<file path="src/hdl/assert_macros.svh">
`ifndef ASSERT_MACROS_SVH
`define ASSERT_MACROS_SVH

// Assertion helpers. Both sample on the rising edge of clk.
// ASSERT_SYNC is switched off while rst_n is low; ASSERT_ALWAYS also checks during reset.

`ifndef SYNTH
`define ASSERT_SYNC(lbl, prop, msg) \
  lbl: assert property (@(posedge clk) disable iff (!rst_n) (prop)) else $error(msg);
`define ASSERT_ALWAYS(lbl, prop, msg) \
  lbl: assert property (@(posedge clk) (prop)) else $error(msg);
`else
`define ASSERT_SYNC(lbl, prop, msg)
`define ASSERT_ALWAYS(lbl, prop, msg)
`endif

`endif

</file>
<file path="src/hdl/dqs_pkg.sv">
`timescale 1ns / 1ps

package dqs_pkg;

  localparam int CAPACITY = 16;
  localparam int CNT_W    = $clog2(CAPACITY + 1);
  localparam int IDX_W    = $clog2(CAPACITY);

  typedef logic signed [31:0] dqs_word_t;
  typedef logic [CNT_W-1:0]   dqs_cnt_t;
  typedef logic [IDX_W-1:0]   dqs_idx_t;

  // Request codes.
  localparam logic [2:0] REQ_PUSH_FRONT = 3'd0;
  localparam logic [2:0] REQ_PUSH_BACK  = 3'd1;
  localparam logic [2:0] REQ_POP_FRONT  = 3'd2;
  localparam logic [2:0] REQ_POP_BACK   = 3'd3;
  localparam logic [2:0] REQ_CONTAINS   = 3'd4;
  localparam logic [2:0] REQ_REMOVE     = 3'd5;

  // Status codes.
  localparam logic [1:0] ST_OK    = 2'd0;
  localparam logic [1:0] ST_FULL  = 2'd1;
  localparam logic [1:0] ST_EMPTY = 2'd2;

  // Control broadcast from the top level to every cell.
  typedef struct packed {
    logic      push_front;
    logic      push_back;
    logic      pop_front;
    logic      remove;
    dqs_word_t key;
    dqs_cnt_t  count;
  } dqs_ctl_t;

endpackage

</file>
<file path="src/hdl/dqs_cell.sv">
`timescale 1ns / 1ps

module dqs_cell
  import dqs_pkg::*;
(
  input  logic      clk,
  input  dqs_ctl_t  ctl,
  input  dqs_cnt_t  count_nxt,
  input  dqs_idx_t  cell_idx,
  input  dqs_word_t left_value,
  input  dqs_word_t right_value,
  input  logic      seen_in,
  input  dqs_word_t back_in,
  output dqs_word_t value,
  output dqs_word_t value_nxt,
  output logic      seen_out,
  output dqs_word_t back_out
);

  dqs_word_t value_r;
  dqs_cnt_t  idx_ext;
  logic      occupied;
  logic      is_back;

  assign idx_ext  = CNT_W'(cell_idx);
  assign occupied = idx_ext < ctl.count;
  // Seen means a match at this cell or at any cell nearer the front.
  assign seen_out = seen_in | (occupied && (value_r == ctl.key));
  assign is_back  = (idx_ext + CNT_W'(1)) == count_nxt;
  assign back_out = is_back ? value_nxt : back_in;
  assign value    = value_r;

  always_comb begin
    value_nxt = value_r;
    if (ctl.push_front) begin
      value_nxt = left_value;
    end else if (ctl.push_back && (idx_ext == ctl.count)) begin
      value_nxt = ctl.key;
    end else if (ctl.pop_front) begin
      value_nxt = right_value;
    end else if (ctl.remove && seen_out) begin
      value_nxt = right_value;
    end
  end

  always_ff @(posedge clk) begin
    value_r <= value_nxt;
  end

endmodule

</file>
<file path="src/hdl/deque_with_value_search.sv">
`timescale 1ns / 1ps
// Bounded double-ended queue of signed 32-bit values with value search.
// Requests arrive on the in_ channel: in_tuser carries the request code and
// in_tdata the value to push, look for or remove. Each accepted transfer
// produces exactly one result transfer on the out_ channel with the status,
// the found flag, the front and back values, the count and the empty flag.
// The values live in a row of cells, front in cell 0. Every cell compares
// its value with the key and passes the match flag and its data to its
// neighbors, so a push, pop, search or removal is worked out combinationally.
// The result is captured in the output register and appears in the cycle
// after the input transfer. Throughput is one request per cycle while the
// receiver takes results; the ripple of the match flag along the cell row
// sets the longest path. When the receiver stalls, the held result stays
// put and no new request is taken until it leaves. Reset empties the queue
// and drops any pending result; the cell contents themselves are not cleared.
`include "assert_macros.svh"

module deque_with_value_search
  import dqs_pkg::*;
(
  input  logic        clk,
  input  logic        rst_n,
  input  logic        in_tvalid,
  output logic        in_tready,
  input  logic [31:0] in_tdata,   // [31:0] item_value
  input  logic [2:0]  in_tuser,   // [2:0] req_type
  output logic        out_tvalid,
  input  logic        out_tready,
  // [0] found, [32:1] front_value, [64:33] back_value, [69:65] item_count,
  // [70] is_empty, [71] zero
  output logic [71:0] out_tdata,
  output logic [1:0]  out_tuser   // [1:0] status
);

  logic      in_xfer;
  logic [2:0] req_type;
  dqs_word_t item_value;
  dqs_cnt_t  count_r, count_nxt;
  logic      full, empty, found;
  logic [1:0] status;
  dqs_ctl_t  ctl;

  dqs_word_t cell_value [CAPACITY];
  dqs_word_t cell_nxt   [CAPACITY];
  logic      seen       [CAPACITY+1];
  dqs_word_t back_chain [CAPACITY+1];

  logic       out_valid_r;
  logic [1:0] status_r;
  logic       found_r;
  dqs_word_t  front_r, back_r;
  logic [4:0] count_out_r;
  logic       empty_r;

  assign in_tready  = !out_valid_r || out_tready;
  assign in_xfer    = in_tvalid && in_tready;
  assign req_type   = in_tuser;
  assign item_value = in_tdata;

  assign full  = count_r == CNT_W'(CAPACITY);
  assign empty = count_r == '0;
  // The end of the match chain tells whether any stored entry matched.
  assign found = ((req_type == REQ_CONTAINS) || (req_type == REQ_REMOVE))
                 && seen[CAPACITY];

  always_comb begin
    status    = ST_OK;
    count_nxt = count_r;
    case (req_type)
      REQ_PUSH_FRONT, REQ_PUSH_BACK: begin
        if (full) status = ST_FULL;
        else count_nxt = count_r + CNT_W'(1);
      end
      REQ_POP_FRONT, REQ_POP_BACK: begin
        if (empty) status = ST_EMPTY;
        else count_nxt = count_r - CNT_W'(1);
      end
      REQ_CONTAINS: begin
        if (empty) status = ST_EMPTY;
      end
      REQ_REMOVE: begin
        if (empty) status = ST_EMPTY;
        else if (seen[CAPACITY]) count_nxt = count_r - CNT_W'(1);
      end
      default: begin
        status = ST_OK;
      end
    endcase
  end

  always_comb begin
    ctl.push_front = in_xfer && (req_type == REQ_PUSH_FRONT) && !full;
    ctl.push_back  = in_xfer && (req_type == REQ_PUSH_BACK) && !full;
    ctl.pop_front  = in_xfer && (req_type == REQ_POP_FRONT) && !empty;
    ctl.remove     = in_xfer && (req_type == REQ_REMOVE);
    ctl.key        = item_value;
    ctl.count      = count_r;
  end

  assign seen[0]       = 1'b0;
  assign back_chain[0] = '0;

  for (genvar g = 0; g < CAPACITY; g++) begin : g_cell
    dqs_word_t left_v, right_v;
    // The front cell takes the key on a push at the front; the last cell
    // has no right neighbor and its value is dropped on a shift anyway.
    assign left_v  = (g == 0) ? item_value : cell_value[(g == 0) ? 0 : g - 1];
    assign right_v = cell_value[(g == CAPACITY - 1) ? g : g + 1];

    dqs_cell u_cell (
      .clk         (clk),
      .ctl         (ctl),
      .count_nxt   (count_nxt),
      .cell_idx    (IDX_W'(g)),
      .left_value  (left_v),
      .right_value (right_v),
      .seen_in     (seen[g]),
      .back_in     (back_chain[g]),
      .value       (cell_value[g]),
      .value_nxt   (cell_nxt[g]),
      .seen_out    (seen[g+1]),
      .back_out    (back_chain[g+1])
    );
  end

  always_ff @(posedge clk) begin
    if (!rst_n) begin
      count_r     <= '0;
      out_valid_r <= 1'b0;
    end else begin
      if (in_xfer) begin
        count_r     <= count_nxt;
        out_valid_r <= 1'b1;
      end else if (out_tready) begin
        out_valid_r <= 1'b0;
      end
    end
  end

  // Result payload: the state as it stands after this request.
  always_ff @(posedge clk) begin
    if (in_xfer) begin
      status_r    <= status;
      found_r     <= found;
      front_r     <= (count_nxt != '0) ? cell_nxt[0] : '0;
      back_r      <= (count_nxt != '0) ? back_chain[CAPACITY] : '0;
      count_out_r <= 5'(count_nxt);
      empty_r     <= count_nxt == '0;
    end
  end

  assign out_tvalid = out_valid_r;
  assign out_tuser  = status_r;
  assign out_tdata  = {1'b0, empty_r, count_out_r, back_r, front_r, found_r};

  `ASSERT_ALWAYS(a_count_bound, !rst_n || (count_r <= CNT_W'(CAPACITY)),
                 "entry count above capacity")
  `ASSERT_SYNC(a_push_front_lands,
               (in_xfer && (req_type == REQ_PUSH_FRONT) && !full)
               |=> (cell_value[0] == $past(item_value)),
               "push front did not land in the front cell")
  `ASSERT_SYNC(a_empty_refused,
               (in_xfer && empty && (req_type == REQ_POP_FRONT
                || req_type == REQ_POP_BACK || req_type == REQ_CONTAINS
                || req_type == REQ_REMOVE))
               |=> (status_r == ST_EMPTY && count_r == '0),
               "request on empty queue not refused")
  `ASSERT_SYNC(a_found_ok, (out_tvalid && found_r) |-> (status_r == ST_OK),
               "found flagged with a refusal status")
  `ASSERT_SYNC(a_empty_flag,
               out_tvalid |-> (empty_r == (count_out_r == 5'd0 && count_r == '0)),
               "empty flag disagrees with the count")

endmodule
</file>
<file path="config.mk">
export PLATFORM = sky130hd
export DESIGN_NAME = deque_with_value_search
export DESIGN_NICKNAME = d
export VERILOG_FILES = /design/src/hdl/dqs_pkg.sv /design/src/hdl/dqs_cell.sv /design/src/hdl/deque_with_value_search.sv
export VERILOG_INCLUDE_DIRS = /design/src /design/src/hdl
export SDC_FILE = /design/constraint.sdc
export NUM_CORES = 2
export LEC_CHECK = 0
export BUFFER_PORTS_ARGS = -buffer_cell sky130_fd_sc_hd__buf_2
export CAP_MARGIN = 20
export CORE_ASPECT_RATIO = 1.25
export CORE_UTILIZATION = 29
export CTS_BUF_LIST = sky130_fd_sc_hd__clkbuf_4
export CTS_CLUSTER_DIAMETER = 120
export DETAILED_ROUTE_END_ITERATION = 12
export SYNTH_ARGS = -nofsm -noshare
export SYNTH_HDL_FRONTEND = slang
export SYNTH_SLANG_ARGS = --single-unit
</file>
<file path="constraint.sdc">
create_clock -name clk -period 6.15 [get_ports clk]
set_input_delay 0.3075 -clock clk [delete_from_list [all_inputs] [get_ports clk]]
set_output_delay 0.3075 -clock clk [all_outputs]
set_load 0.02 [all_outputs]
</file>
---- After elaboration in Yosys (flattened, before gate mapping) ----
Index checks and enable logic that the tools add are counted.
cells by class
  $add $sub $neg .......................... 2
  $lt $le $gt $ge ......................... 16
  equal/unequal tests ..................... 53
  muxes and demuxes ....................... 88
  bitwise operators ....................... 15
  reduce and logical (&&, ||, !) cells .... 69
operators by type and width
  cell                                                       count
  2-to-1 mux 32 bit                                          78
  equality test 32 bit                                       16
  equality test 4 x 5 -> 1 bit, first input constant         16
  logical AND 1 bit                                          56
  equality test 3 x 5 -> 1 bit, first input constant         8
  less-than comparator 4 x 5 -> 1 bit, first input constant  8
  equality test 2 x 5 -> 1 bit, first input constant         4
  less-than comparator 3 x 5 -> 1 bit, first input constant  4
  2-to-1 mux 5 bit                                           4
  OR 1 bit                                                   15
  one-hot mux 5 bit (3 select lines)                         1
  equality test 1 x 5 -> 1 bit, first input constant         2
  zero test 5 bit                                            2
  less-than comparator 1 x 5 -> 1 bit, first input constant  2
  less-than comparator 2 x 5 -> 1 bit, first input constant  2
  equality test 3 x 2 -> 1 bit, second input constant        2
  equality test 3 bit, second input constant                 2
  adder 5 x 1 -> 5 bit, second input constant                1
  equality test 5 bit, first input constant                  1
  equality test 5 bit, second input constant                 1
  nonzero test 5 bit                                         1
  subtractor 5 x 1 -> 5 bit, second input constant           1
  one-hot mux 2 bit (2 select lines)                         1
  OR reduction 2 bit                                         2
  other kinds (8)                                            13
storage, ports and cells
  register bits after elaboration ......... 591
  bits of input ports ..................... 39
  output and inout bits ................... 76
  logic and storage cells ................. 267

---- Logic depth before layout (Yosys ltp) ----
  word-level depth ........................ 37
  gate-level depth with buffers ........... 21
  depth with buffers taken out ............ 15

---- Modules after synthesis ----
From an unflattened synthesis, not the netlist that was laid out.
second synthesis, totals
  cell total of the unflattened synthesis .. 8836
  area, all modules ....................... 65823.1 um2
modules (own cells, without submodules)
  module                            instances  cells each  area an instance (um2)  sequential area each (um2)
  dqs_cell (g_cell[12].u_cell ...)  13         543         3891.2                  640.6
  dqs_cell (g_cell[0].u_cell ...)   3          504         3777.4                  640.6
  deque_with_value_search           1          265         3905.0                  2312.2

---- Least setup slack after synthesis ----
OpenSTA, ideal clock, no wires.
  path type ............................... reg2reg
  start ................................... register count_r[1]
  end ..................................... register back_r[12], data pin
  data arrival time ....................... 4.169 ns
  data required time ...................... 5.888 ns
  path slack .............................. 1.719 ns
  cell stages (with the launch flop) ...... 19
  clock period less this slack ............ 4.431 ns
  cell sequence ........................... dfxtp_1 > clkbuf_1 > inv_1 > ha_1 > clkbuf_1 > or4b_2 > clkbuf_1 > nand2_1 > nor3_1 > nor2_1 > a31oi_2 > buf_2 > buf_2 > mux2i_1 > a211oi_1 > a21o_1 > a221oi_1 > o31ai_1 > o2bb2ai_1
RTL lines
  item                    RTL line                        RTL
  start, declared         deque_with_value_search.sv:38   dqs_cnt_t count_r, count_nxt;
  start signal, assigned  deque_with_value_search.sv:132  count_r <= count_nxt;
  end signal, assigned    deque_with_value_search.sv:146  back_r <= (count_nxt != '0) ? back_chain[CAPACITY] : '0;
  end, declared           deque_with_value_search.sv:51   dqs_word_t front_r, back_r;

---- Worst setup path in the final report ----
  start ................................... register count_r[3]
  end ..................................... register back_r[5], data pin
on the way
  longest elaborated chain between the ends .. 37
  elaborated cells on any way between the ends .. 202
ends and longest elaborated chain
  item                                 RTL line                       RTL
  less-than comparator 1 x 5 -> 1 bit  dqs_cell.sv:26                 assign occupied = idx_ext < ctl.count;
  logical AND 1 bit                    dqs_cell.sv:28                 assign seen_out = seen_in | (occupied && (value_r == ctl.key));
  OR 1 bit (15 in a row)               dqs_cell.sv:28
  2-to-1 mux 5 bit                     deque_with_value_search.sv:83  else if (seen[CAPACITY]) count_nxt = count_r - CNT_W'(1);
  2-to-1 mux 5 bit                     deque_with_value_search.sv:82  if (empty) status = ST_EMPTY;
  one-hot mux 5 bit (3 select lines)   deque_with_value_search.sv:69  case (req_type)
  equality test 1 x 5 -> 1 bit         dqs_cell.sv:29                 assign is_back = (idx_ext + CNT_W'(1)) == count_nxt;
  2-to-1 mux 32 bit (16 in a row)      dqs_cell.sv:30                 assign back_out = is_back ? value_nxt : back_in;
Several ways; a longest one is shown, not always the timed one.
A chain may end at the register's enable or synchronous reset.

==> impl_metrics.ini <==
[cts]
clk_latency_ns = 1.22
clock-sinks = 591
cts_tree = built
clk_pin_slew_worst_paths_ns = 0.07
clock_path_buffers = 3
root_buffer = clkbuf_4
numCtsBuffers = 166
h-tree-depth = 4

[worst_setup_path]
reg2reg_depth = 18
crit_required_ns = 7.06
setup.worst_path.end_class = register
rr_startpoint = count_r[3]
critPathMaxFanout = 14
path_buf_inv = 6
reg2reg_slack_ns = 0.18
cp_top_family = simple AND/OR/NAND/NOR gates
path_cells = buf_4 > nand2_1 > nor4_1 > buf_4 > or3_1 > nor4_1 > or4_4 > nor4_2 > buf_12 > mux2i_1 > a211o_1 > buf_4 > or2_1 > nor2_2 > buf_12 > buf_4 > or3_1 > o41ai_1
start_kind = register
cp.arrival_ns = 6.88
critPathMostFrequentCell = buf_4
rr_endpoint = back_r[5]
critPathSlowestCell = dfxtp_1
path_class = register to register
slowest_delay_ns = 0.87

[finish]
seqCellArea_sq_um = 12560
drive_gt1_frac = 0.1477
finalNetCount = 5333
fin_cells = 7300
n_fill_cell = 15015
utilization = 0.3370
final_area_sq_um = 48160
multi_input_area_sq_um = 26860
area.growth.synth_to_final_pct = 15.17

[timing]
hold_viol_final = 0
worst_pin_slew_ns = 1.202
slew_viol_final = 0
finalSetupTns_ns = 0
clock-skew-final_ns = 0.09139
slew_headroom = 0.1927
fmax_ghz = 0.1674
fin_ws_ns = 0.1772
whs_ns = 0.1578
setup-violations-final = 0
fin_crit_ns = 5.973
period_share = 0.9712
rsz0062_at_grt = false

[placed_design]
port_buffers = 113
place_congestion = 1.083
hpwlAfterDp_um = 166200
placed_area_sq_um = 45570
pre_cts_ws_ns = 0.2836
place_inst = 6958

[hold_path]
hold_end = out_tuser[1]
min_path_cells = 4
min_from = in_tuser[2]
hold_class = input port to register

[pwr]
power_density_nw_per_um2 = 331.9
clock_power_share = 0.245
internal-power_mw = 8.898
ir_drop_mv = 0.1460
switching_share = 0.4434
p_total_mw = 15.99
combPwrFrac = 0.374
p_leak_nw = 20.83
p_sw_mw = 7.090
sequentialPowerShare = 0.381

[outcome]
status = finished clean

[yosys]
synth_area_leader_cell = dfxtp_1
syn_nets = 5191
avgSynthCellArea_sq_um = 8.131
yosysSeqAreaShare = 0.3004
synthTopCellsByArea = dfxtp_1 (25%), mux2i_1 (10%), xor2_1 (5.9%)
synthArstFlopShare = 0
synth-main-ff-cell = dfxtp_1
yosys_warnings = 0
syn_inst = 5143
syn_area_sq_um = 41820
synth_edf_count = 73
ys_ff_latch = 591
synth_top_area_frac = 0.2480
ys_types = 96

[global_routing]
antenna_found_initial = 11
grt_max_degree = 189
gr-usage-all-layers = 0.2934
grt_pass1_wl_um = 308600
grt_pass1_vias = 41157
overflow = 0

[floorplan]
core_area_sq_um = 142900
io_pins = 115
die_w_um = 341.7
start_util = 0.2926
die_y_um = 426.6
die-area_sq_um = 145700
rows = 155

[drt]
drtPass1Iterations = 6
drtAntennaViolNets = 0
dr_total_vias = 43501
avgViaCountPerCell = 5.959
detail_route.wl_per_cell_um = 30.08
wirelength_um = 219600
dr.first_iter.drc_count = 5272
drc = 0

[job]
max_cap_viol_count = 0
## layout make-up
cell class	count	area share
Timing Repair Buffer	472	0.08217
Antenna cell	13	0.0006754
Multi-Input combinational cell	3979	0.5577
Inverter	75	0.005949
Tap cell	1884	0.04894
Clock buffer	247	0.03850
Sequential cell	591	0.2608
Clock inverter	39	0.005248
## state kept, by name, indices dropped and copies added, names as in the netlist
register	count
front_r	32
out_tvalid	1
found_r	1
count_out_r	5
empty_r	1
count_r	5
back_r	32
g_cell.u_cell.value	512
out_tuser	2
## routing by layer
layer  share of wire  GRT usage  routed length (um)  vias up
li1                -          -                   -    19290
met3           0.072    0.05012               15840      778
met4            0.11     0.2803               24520        6
met1            0.37     0.3323               80580    20656
met5         0.00019          0                  41        -
met2            0.45     0.4659               98620     2771
## logic make-up after synthesis
group,synth area share
muxes,0.1091
AOI/OAI and AO/OA,0.2488
buffers and inverters,0.06193
other,0.00008967
adders and majority gates,0.002693
xor gates and xnor gates,0.1082
DFF,0.3004
and+or+nand+nor,0.1687
## worst min-delay path, delay by kind of cell
family / cells / cell delay (ns)
adder cells (fa/ha/maj): 1 / 0.15
AND/OR/NAND/NOR: 1 / 0.04
buffers and inverters: 2 / 0.68
## power groups by stage
stage | clock network [mW] | logic [mW] | registers (mW)
final | 3.92 | 5.98 | 6.09
after global placement | 0 | 5.62 | 6.09
after floorplan | 0 | 3.18 | 5.74
after global routing | 4.15 | 6.20 | 6.18
after detailed placement | 0 | 5.65 | 6.11
after CTS | 3.96 | 5.71 | 6.03
## synthesized netlist by cell type (16+ instances only)
library cell and instances:
o21ai_0 459, a21oi_1 234, o211ai_1 53, or4_1 17, a22o_1 44, o22ai_1 45, clkbuf_1 272, nand3_1 90
or3_1 51, mux2i_1 429, nor2_1 374, o22a_1 22, a211oi_1 110, o211a_1 22, o221ai_1 32, xnor2_1 235
edfxtp_1 73, buf_4 54, mux2_2 24, a22oi_1 103, inv_1 71, nand4_1 118, nand2_1 382, a211o_1 30
buf_1 33, a21o_1 192, a221oi_1 16, and2_1 19, a31oi_1 26, o31ai_1 67, nor4_1 111, nand2b_1 24
and3_1 41, nor3_1 89, buf_2 129, o21a_1 21, xor2_1 280, dfxtp_1 518
## layout by cell type (no fill, tap or decap), drive strengths merged, types with 44 or more instances in the layout
cell    netlist  final
edfxtp       73     73
xnor2       236    236
mux2i       429    429
nor3         96     96
nand3        90     90
nand2       382    382
a22o         44     44
o22ai        45     45
clkbuf      272    248
nand4       118    118
a211oi      111    111
a21oi       236    236
dfxtp       518    518
buf         226    430
nor4        115    115
or3          52     52
a21o        192    192
xor2        280    280
a22oi       103    103
o211ai       53     53
nor2        380    380
o31ai        67     67
inv          75     76
o21ai       474    474
## repair_timing
action	4_1_cts	5_1_grt
setup buffers	0	0
gates resized for setup	0	3
hold endpoints to repair	436	0
hold buffers	41	0
setup endpoints to repair	0	4
## how the worst max path moves through the flow
stage,end,slack (ns),cells after the start,start
after floorplan,back_r[12],1.72,18,count_r[1]
after global placement,back_r[20],0.25,15,count_r[0]
after detailed placement,back_r[20],0.28,15,count_r[0]
after CTS,back_r[20],0.20,15,count_r[0]
after global routing,back_r[11],0.05,18,count_r[3]
final,back_r[5],0.18,18,count_r[3]
(Power assumes the default switching activity.)
